**src/rtl/setu_pkg.sv**
```systemverilog
`default_nettype none
// ----------------------------------------------------------------------------
// setu_pkg
// Shared types and constants of the elimination tree unit.
// ----------------------------------------------------------------------------
package setu_pkg;

    localparam int MAX_ORDER = 1024;
    localparam int IDX_W     = $clog2(MAX_ORDER);
    localparam int NODE_W    = IDX_W + 1;
    localparam int CQ_DEPTH  = 4;
    localparam int CQ_PTR_W  = $clog2(CQ_DEPTH);

    localparam logic [NODE_W-1:0] COL_NONE = '1;

    localparam logic CFG_SIZE = 1'b0;
    localparam logic CFG_PERM = 1'b1;

    typedef enum logic [1:0] {
        ACT_LOAD  = 2'd0,
        ACT_START = 2'd1,
        ACT_ROW   = 2'd2,
        ACT_READ  = 2'd3
    } t_action;

    typedef enum logic [2:0] {
        CMD_ERR,
        CMD_LOAD,
        CMD_START,
        CMD_ROW,
        CMD_READ
    } t_cmd_op;

    typedef struct packed {
        t_cmd_op          op;
        logic [IDX_W-1:0] idx;
        logic [IDX_W-1:0] row;
        logic [IDX_W-1:0] col;
    } t_cmd;

    typedef struct packed {
        logic [NODE_W-1:0] n;
        logic              use_perm;
    } t_cfg;

    typedef enum logic [2:0] {
        BK_IDLE,
        BK_MAP,
        BK_WREAD,
        BK_WCHK,
        BK_RDATA
    } t_back_state;

endpackage
`default_nettype wire

```
**src/rtl/setu_cmdq.sv**
```systemverilog
`default_nettype none
// ----------------------------------------------------------------------------
// setu_cmdq
// Short command queue between the front end and the back end.
// ----------------------------------------------------------------------------
module setu_cmdq import setu_pkg::*; (
    input  wire logic i_clk,
    input  wire logic i_rst_n,
    input  wire logic i_push,
    input  wire t_cmd i_cmd,
    input  wire logic i_pop,
    output t_cmd      o_head,
    output logic      o_full,
    output logic      o_empty
);

    t_cmd                r_mem [CQ_DEPTH];
    logic [CQ_PTR_W-1:0] r_wp;
    logic [CQ_PTR_W-1:0] r_rp;
    logic [CQ_PTR_W:0]   r_count;
    logic                do_push;
    logic                do_pop;

    assign o_full  = r_count == (CQ_PTR_W+1)'(CQ_DEPTH);
    assign o_empty = r_count == '0;
    assign o_head  = r_mem[r_rp];
    assign do_push = i_push && !o_full;
    assign do_pop  = i_pop && !o_empty;

    always_ff @(posedge i_clk) begin
        if (do_push) begin
            r_mem[r_wp] <= i_cmd;
        end
    end

    always_ff @(posedge i_clk) begin
        if (!i_rst_n) begin
            r_wp    <= '0;
            r_rp    <= '0;
            r_count <= '0;
        end else begin
            if (do_push) begin
                r_wp <= r_wp + CQ_PTR_W'(1);
            end
            if (do_pop) begin
                r_rp <= r_rp + CQ_PTR_W'(1);
            end
            case ({do_push, do_pop})
                2'b10:   r_count <= r_count + (CQ_PTR_W+1)'(1);
                2'b01:   r_count <= r_count - (CQ_PTR_W+1)'(1);
                default: r_count <= r_count;
            endcase
        end
    end

endmodule
`default_nettype wire

```
**config.mk**
```make
export PLATFORM = sky130hd
export DESIGN_NAME = setu_cmdq
export DESIGN_NICKNAME = d
export VERILOG_FILES = /design/src/rtl/setu_pkg.sv /design/src/rtl/setu_cmdq.sv
export SDC_FILE = /design/constraint.sdc
export NUM_CORES = 1
export LEC_CHECK = 0
export BUFFER_PORTS_ARGS = -buffer_cell sky130_fd_sc_hd__buf_4
export CORE_ASPECT_RATIO = 2
export CORE_MARGIN = 4
export CORE_UTILIZATION = 28
export DETAILED_ROUTE_END_ITERATION = 8
export HOLD_SLACK_MARGIN = 0.08
export SLEW_MARGIN = 40
export SYNTH_ARGS = -nofsm -noshare
export SYNTH_HDL_FRONTEND = slang
export SYNTH_SLANG_ARGS = --single-unit
export TNS_END_PERCENT = 1
```
**constraint.sdc**
```tcl
create_clock -name i_clk -period 5.2 [get_ports i_clk]
set_input_delay 0.26 -clock i_clk [delete_from_list [all_inputs] [get_ports i_clk]]
set_output_delay 0.26 -clock i_clk [all_outputs]
set_load 0.02 [all_outputs]
```
==> impl_metrics.py <==
metrics = {
    "timing": {
        "tns_ns": 0,
        "max_freq_mhz": 389,
        "hold_viol": 0,
        "drv_slew": 0,
        "fin_ws_ns": 2.63,
        "setup_viol_count_final": 0,
        "skew_ns": 0.00949,
        "min_period_ns": 2.57,
        "tightest_slew_ns": 0.587,
        "max_slew_margin": 0.608,
        "rsz0062_at_grt": "no",
        "min_period_over_period": 0.495,
    },
    "synthesis": {
        "synth_cell_types": 23,
        "syn_inst": 227,
        "yosysWarnings": 0,
        "synth_fp_nets": 270,
        "syn_avg_cell_area_um2": 23.3,
        "ys_seq_area_frac": 0.783,
        "ys_ff_latch": 141,
        "syn_area_um2": 5290,
    },
    "global_routing": {
        "antenna_found_initial": 0,
        "grt_pass1_vias": 2839,
        "gr-total-overflow": 0,
        "grt_max_degree": 34,
        "grt_util_all_layers": 0.101,
        "grt_pass1_wl_um": 15800,
    },
    "die": {
        "rows": 70,
        "start_util": 0.286,
        "dieArea_um2": 21300,
        "io_pins": 72,
        "die_h_um": 202,
        "die_w_um": 105,
        "core_area_um2": 18500,
    },
    "cells_and_area": {
        "regArea_um2": 4150,
        "drive_gt1_frac": 0.388,
        "final_util": 0.375,
        "final_common_cell": "edfxtp_1",
        "mostFrequentLayoutCells": "edfxtp_1, buf_4, mux4_2, dlygate4sd3_1, clkbuf_16",
        "fin_nets": 384,
        "multi_input_area_um2": 1040,
        "design_area_um2": 6930,
        "synthToLayoutAreaGrowth_pct": 31.0,
        "diodes": 0,
        "stdcell_count": 605,
        "fillers": 1698,
    },
    "route": {
        "initialDrtViolationCount": 57,
        "wl_per_cell_um": 16.6,
        "viasPerCell": 4.20,
        "via_count": 2539,
        "routed-wl-met2_um": 5860,
        "post-route-drc-count": 0,
        "top_layer": "met4",
        "dr.pass1.iters": 4,
        "wl_met1_um": 3580,
        "dr_wl_met3_um": 312,
        "ant_nets": 0,
        "wl_um": 10000,
    },
    "setup_path": {
        "ff2ff_setup_slack_ns": 3.01,
        "rr_endpoint": "r_count[2]",
        "critPathMaxFanout": 21,
        "crit-reg2reg-launch": "r_count[2]",
        "startpoint_type": "flop",
        "end_kind": "primary output",
        "worstPathRequired_ns": 4.94,
        "arrival_ns": 2.31,
        "reg2reg_depth": 9,
        "worstSetupEndpoint": "o_head[20]",
        "worstSetupPathType": "flop to primary output",
    },
    "clock_network": {
        "clock_path_buffers": 2,
        "clk_pin_slew_ns": 0.06,
        "cts.sinks": 141,
        "clk_latency_ns": 0.40,
        "cts_resized": 0,
        "cts_tree": "done",
        "cts_setup_buffers": 0,
        "htreeDepth": 4,
        "cts_root_buf": "clkbuf_16",
        "hold_buffers": 33,
        "cts_inserted_buffers": 17,
    },
    "power_and_ir_drop": {
        "vdd_drop_max_mv": 0.244,
        "leakage_nw": 2.34,
        "p_per_area_nw_per_um2": 484,
    },
    "worst_hold_path": {
        "hold_class": "primary input to flop",
    },
    "placed_design": {
        "dp_hpwl_um": 6250,
        "dp.cells": 541,
        "port-buffer-count": 71,
        "place_congestion": 0.634,
        "dp_slack_ns": 2.96,
        "place_area_um2": 6060,
    },
    "run_status": {
        "status": "finished clean",
    },
    "flow_run": {
        "maxCapViolations": 0,
    },
}
-- per-layer routing --
metal	vias to the layer above	GRT usage
met5	-	0
met4	0	0.0610
met3	15	0.0249
met2	56	0.185
met1	1312	0.0999
li1	1156	-
-- cell usage after synthesis (all sizes together) --
cell type | instances | area (um2)
edfxtp | 132 | 3960
mux4 | 33 | 743
dfxtp | 9 | 180
buf | 8 | 91.3
nand2 | 7 | 26.3
and2 | 6 | 37.5
inv | 6 | 22.5
ha | 5 | 62.6
o21ai | 5 | 25.0
a21boi | 2 | 15.0
clkbuf | 2 | 7.51
mux2i | 2 | 20.0
nor2b | 2 | 12.5
or3 | 2 | 12.5
fa | 1 | 20.0
nand4bb | 1 | 11.3
nor3 | 1 | 10.0
nor3b | 1 | 12.5
xnor2 | 1 | 8.76
xor2 | 1 | 8.76
-- critical path, stage by stage (launching register included) --
cell	delay, ns
dfxtp_2	0.64
buf_4	0.49
mux4_2	0.58
buf_4	0.18
-- stage by stage --
step	hold WS (ns)	total power (W)
CTS	0.117	0.00342
detailed placement	0.464	0.00228
finish	0.147	0.00336
global placement	0.460	0.00226
floorplan	0.359	0.00200
global route	0.158	0.00352
-- kinds of logic after synthesis --
family	share of synthesized area
flops	0.783
simple gates	0.0232
xor+xnor	0.00331
fa+ha+maj	0.0156
mux	0.144
buf+inv	0.0229
compound gates	0.00757
-- state kept, by name, summed over array words and instances (netlist names), named ones only --
name and cells:
r_mem 132, r_wp 2, r_count 3, r_rp 2
-- final cells by class --
type,count,share of cell area
repair buffers,105,0.126
clock inverters,10,0.0143
multi-input cells,70,0.149
well taps,252,0.0455
clock buffers,21,0.0635
inverters,6,0.00325
flip-flops and latches,141,0.598
-- report_power, final --
part	total (W)	switching (W)	internal [W]
Combinational	0.000803	0.000409	0.000393
Clock	0.00110	0.000409	0.000694
Sequential	0.00145	0.0000783	0.00137
Total	0.00336	0.000896	0.00246
-- worst min path at each step --
stage | cells past startpoint | end | from
floorplan | 0 | r_mem[0][0] | i_cmd[0]
global placement | 1 | r_mem[2][3] | i_cmd[3]
detailed placement | 1 | r_mem[3][3] | i_cmd[3]
CTS | 2 | r_count[0] | i_rst_n
global route | 2 | r_count[1] | i_rst_n
finish | 2 | r_count[0] | i_rst_n
(Power assumes the default switching activity.)
