--- src/rtl/setu_pkg.sv ---
`default_nettype none
// ----------------------------------------------------------------------------
// setu_pkg
// Shared types and constants of the elimination tree unit.
// ----------------------------------------------------------------------------
package setu_pkg;

    localparam int MAX_ORDER = 1024;
    localparam int IDX_W     = $clog2(MAX_ORDER);
    localparam int NODE_W    = IDX_W + 1;
    localparam int CQ_DEPTH  = 4;
    localparam int CQ_PTR_W  = $clog2(CQ_DEPTH);

    localparam logic [NODE_W-1:0] COL_NONE = '1;

    localparam logic CFG_SIZE = 1'b0;
    localparam logic CFG_PERM = 1'b1;

    typedef enum logic [1:0] {
        ACT_LOAD  = 2'd0,
        ACT_START = 2'd1,
        ACT_ROW   = 2'd2,
        ACT_READ  = 2'd3
    } t_action;

    typedef enum logic [2:0] {
        CMD_ERR,
        CMD_LOAD,
        CMD_START,
        CMD_ROW,
        CMD_READ
    } t_cmd_op;

    typedef struct packed {
        t_cmd_op          op;
        logic [IDX_W-1:0] idx;
        logic [IDX_W-1:0] row;
        logic [IDX_W-1:0] col;
    } t_cmd;

    typedef struct packed {
        logic [NODE_W-1:0] n;
        logic              use_perm;
    } t_cfg;

    typedef enum logic [2:0] {
        BK_IDLE,
        BK_MAP,
        BK_WREAD,
        BK_WCHK,
        BK_RDATA
    } t_back_state;

endpackage
`default_nettype wire

--- src/rtl/setu_front.sv ---
`default_nettype none
// ----------------------------------------------------------------------------
// setu_front
// Accepts transactions, range checks them, tracks the current column and
// turns each one into a command for the back end.
// ----------------------------------------------------------------------------
module setu_front import setu_pkg::*; (
    input  wire logic             i_clk,
    input  wire logic             i_rst_n,
    input  wire t_cfg             i_cfg,
    input  wire logic             i_push,
    input  wire logic [1:0]       i_action,
    input  wire logic [IDX_W-1:0] i_index,
    input  wire logic [IDX_W-1:0] i_row,
    input  wire logic             i_q_full,
    output t_cmd                  o_cmd,
    output logic                  o_cmd_push
);

    logic [NODE_W-1:0] r_col;
    logic [NODE_W-1:0] n_col;
    logic [NODE_W-1:0] col_next;
    logic              idx_ok;
    logic              row_ok;
    logic              accept;

    assign accept     = i_push && !i_q_full;
    assign o_cmd_push = accept;
    assign col_next   = r_col + NODE_W'(1);
    assign idx_ok     = {1'b0, i_index} < i_cfg.n;
    assign row_ok     = {1'b0, i_row} < i_cfg.n;

    always_comb begin
        o_cmd.op  = CMD_ERR;
        o_cmd.idx = i_index;
        o_cmd.row = i_row;
        o_cmd.col = r_col[IDX_W-1:0];
        n_col     = r_col;
        case (t_action'(i_action))
            ACT_LOAD: begin
                if (idx_ok && row_ok) begin
                    o_cmd.op = CMD_LOAD;
                end
            end
            ACT_START: begin
                if (r_col == COL_NONE) begin
                    n_col     = '0;
                    o_cmd.op  = CMD_START;
                    o_cmd.col = '0;
                end else if (col_next < i_cfg.n) begin
                    n_col     = col_next;
                    o_cmd.op  = CMD_START;
                    o_cmd.col = col_next[IDX_W-1:0];
                end
            end
            ACT_ROW: begin
                if (r_col != COL_NONE && row_ok) begin
                    o_cmd.op = CMD_ROW;
                end
            end
            ACT_READ: begin
                if (idx_ok) begin
                    o_cmd.op = CMD_READ;
                end
            end
            default: begin
                o_cmd.op = CMD_ERR;
            end
        endcase
    end

    always_ff @(posedge i_clk) begin
        if (!i_rst_n) begin
            r_col <= COL_NONE;
        end else if (accept) begin
            r_col <= n_col;
        end
    end

endmodule
`default_nettype wire

--- config.mk ---
export PLATFORM = sky130hd
export DESIGN_NAME = setu_front
export DESIGN_NICKNAME = d
export VERILOG_FILES = /design/src/rtl/setu_pkg.sv /design/src/rtl/setu_front.sv
export SDC_FILE = /design/constraint.sdc
export NUM_CORES = 1
export LEC_CHECK = 0
export ABC_CLOCK_PERIOD_IN_PS = 4200
export BUFFER_PORTS_ARGS = -buffer_cell sky130_fd_sc_hd__buf_2
export CAP_MARGIN = 20
export CORE_MARGIN = 3
export CORE_UTILIZATION = 50
export CTS_BUF_LIST = sky130_fd_sc_hd__clkbuf_4 sky130_fd_sc_hd__clkbuf_8
export CTS_CLUSTER_DIAMETER = 30
export DETAILED_ROUTE_END_ITERATION = 16
export GPL_TIMING_DRIVEN = 0
export PLACE_DENSITY = 0.87
export SLEW_MARGIN = 15
export SYNTH_ARGS = -nofsm -noshare
export SYNTH_HDL_FRONTEND = slang
export SYNTH_SLANG_ARGS = --single-unit
--- constraint.sdc ---
create_clock -name i_clk -period 4.2 [get_ports i_clk]
set_input_delay 0.84 -clock i_clk [delete_from_list [all_inputs] [get_ports i_clk]]
set_output_delay 0.84 -clock i_clk [all_outputs]
set_load 0.02 [all_outputs]
==> results.json <==
{
  "ant_nets": 0,
  "regMostFlops": "r_col",
  "cts.htree.levels": 1,
  "startpoint_type": "register",
  "wl_um": 4340,
  "insertion_delay_ns": 0.28,
  "synth_edf_count": 0,
  "setup_tns_ns": 0,
  "io_pins": 72,
  "wire_per_inst_um": 12.9,
  "drt_iter0_markers": 53,
  "grt-ovfl-total": 0,
  "dp_hpwl_um": 3530,
  "critPathMaxFanout": 7,
  "r2r_cells": 15,
  "largest_reg_flops": 11,
  "clock-sinks": 11,
  "num_vias": 1817,
  "ctsHoldBuffers": 0,
  "required_ns": 3.36,
  "diodes": 0,
  "syn_area_um2": 1700,
  "finClkSkew_ns": 0.00566,
  "die_x_um": 64.3,
  "ys_seq_area_frac": 0.130,
  "synthCells": 217,
  "ir_drop_uv": 906,
  "grt_pass1_wl_um": 7030,
  "seqCellArea_um2": 225,
  "setup-violations-final": 0,
  "n_fill_cell": 270,
  "fp.dieH_um": 64.3,
  "io_buffer_count": 70,
  "syn_nets": 284,
  "route.detailed.drc": 0,
  "rsz0062_at_grt": "no",
  "fin_hold_ws_ns": 0.533,
  "multi_input_area_um2": 1270,
  "cts.path.max_buffers": 2,
  "critPathMaxStageDelay_ns": 0.39,
  "cp.arrival_ns": 3.19,
  "outcome": "finished clean",
  "worst-path-stages": 12,
  "grt_max_degree": 11,
  "critPathKind": "register to output pin",
  "worst_slew_pin_slew_ns": 0.459,
  "nets": 361,
  "grtUsageTotal": 0.208,
  "layout_commonest_cell": "buf_2",
  "cts-root-buf": "clkbuf_4",
  "ys.flop_type": "dfxtp_1",
  "via_per_inst": 5.39,
  "cts_made_buffers": 3,
  "holdCritPathClass": "register to register",
  "hold_depth": 1,
  "top_regs": "r_col: 11 flops",
  "drive_gt1_frac": 0.423,
  "initial_core_util": 0.539,
  "power_leakage_nw": 1.17,
  "pwr_density_cell_nw_per_um2": 929,
  "synthArstFlopShare": 0,
  "final-max-slew-violation-count": 0,
  "synth_area_per_cell_um2": 7.83,
  "relSlewSlack": 0.694,
  "critPathMostFrequentCell": "a21o_1",
  "finalCriticalPeriod_ns": 4.03,
  "gp_congestion": 0.847,
  "ys.warnings.count": 0,
  "fp-row-count": 20,
  "antenna_found_initial": 0,
  "crit_chain": "ha_4 > and3_2 > nand3_1 > xnor2_2 > ha_1 > a21oi_1 > o21ai_1 > a21o_1 > a21o_1 > a21o_1 > a32o_1 > buf_2",
  "endpoint_kind": "output pin",
  "die_area_um2": 4130,
  "cp_slowest_cell": "dfxtp_4",
  "core_region_area_um2": 3150,
  "ys_ff_latch": 11,
  "period_share": 0.961,
  "path_clk_slew_ns": 0.07,
  "finalHoldViolCount": 0,
  "cp.buffers_inverters": 1,
  "grt_pass1_vias": 1648,
  "maxCapViolCount": 0,
  "syn2layout_area_growth_pct": 30.1,
  "ys_types": 48,
  "dr.pass1.iters": 4,
  "fmax_mhz": 248,
  "cts_tree": "built",
  "cp_top_family": "compound AO/OA/AOI/OAI gates",
  "final_cell_mix": "buf_2, ha_1, buf_4, nand2_1, a21oi_1"
}
-- metal layers --
metal | track usage | share of wire | routed length [um] | up-vias
met3 | 0.0281 | 0.071 | 308 | 5
met2 | 0.356 | 0.48 | 2060 | 63
met4 | 0.0633 | 0.012 | 53 | 0
li1 | - | - | - | 923
met5 | 0 | 0 | 0 | -
met1 | 0.267 | 0.44 | 1910 | 826
-- kinds of logic (layout without fill, tap and decap cells) --
group	after synthesis	count (layout)	synth area share
fa+ha+maj	29	29	0.214
simple gates	66	66	0.208
mux	1	1	0.00589
xor+xnor	10	10	0.0515
buf+inv	42	118	0.147
compound gates	58	58	0.244
flops	11	11	0.130
-- Yosys cell counts, types with 2 or more instances --
master,n,area share
buf_2,5,0.015
nand3_1,11,0.032
xor2_1,4,0.021
o21ai_1,3,0.0088
or3_1,3,0.011
o311ai_0,3,0.015
o2bb2ai_1,2,0.010
and2_1,3,0.011
nand4_1,4,0.015
o21ai_0,7,0.021
o211ai_1,3,0.013
a31oi_1,4,0.015
a211oi_1,3,0.013
buf_4,21,0.093
xnor2_1,6,0.031
nand2_1,17,0.038
ha_1,29,0.21
a21o_1,6,0.027
dfxtp_1,11,0.13
nor3_1,2,0.0059
inv_1,14,0.031
a21oi_1,17,0.050
nor2_1,8,0.018
and3_1,4,0.015
nand3b_1,2,0.0088
and4_1,2,0.010
nand2_2,2,0.0074
-- worst register-to-register path, delay by kind of cell, from the launching register on --
| kind | cells | cell delay [ns] |
|---|---|---|
| simple gates | 5 | 0.76 |
| xor+xnor | 1 | 0.16 |
| flops | 1 | 0.39 |
| buf+inv | 3 | 0.46 |
| fa+ha+maj | 2 | 0.49 |
| compound gates | 4 | 0.68 |
-- through the flow --
stage	utilization	power, mW	worst slack [ns]	std cells	area (um2)
global placement	0.667	1.72	0.0791	331	2100
finish	0.701	2.05	0.165	337	2210
CTS	0.690	1.94	0.0399	336	2180
global route	0.701	2.26	0.00644	337	2210
detailed placement	0.667	1.77	0.0508	331	2100
floorplan	-	1.41	0.498	217	1700
-- cell type report --
cell class              instances  area share
plain buffers                  28      0.0894
clock buffers                   4      0.0136
inverters                      14      0.0238
multi-input cells             164       0.576
flip-flops and latches         11       0.102
well taps                      44      0.0249
repair buffers                 72       0.171
-- timing repair --
item,CTS,global route
resized for setup,5,7
pin swaps,1,2
buffers inserted,1,1
endpoints found under the setup margin,11,11
-- path summary, 6_finish.rpt --
kind | start | endpoint | slack (ns)
worst min register to register | r_col[0]$_SDFFE_PN1P_ | r_col[0]$_SDFFE_PN1P_ | 0.53
worst max register to register | r_col[0]$_SDFFE_PN1P_ | r_col[6]$_SDFFE_PN1P_ | 1.10
worst max-delay path | r_col[0]$_SDFFE_PN1P_ | o_cmd[1] | 0.17
worst min-delay path | r_col[0]$_SDFFE_PN1P_ | r_col[0]$_SDFFE_PN1P_ | 0.53
-- power breakdown --
group	total, mW	internal, mW	switching [mW]
logic	1.79	0.712	1.08
clock network	0.0822	0.0434	0.0388
registers	0.183	0.145	0.0383
Note: power is estimated with default switching activity, not from simulation.
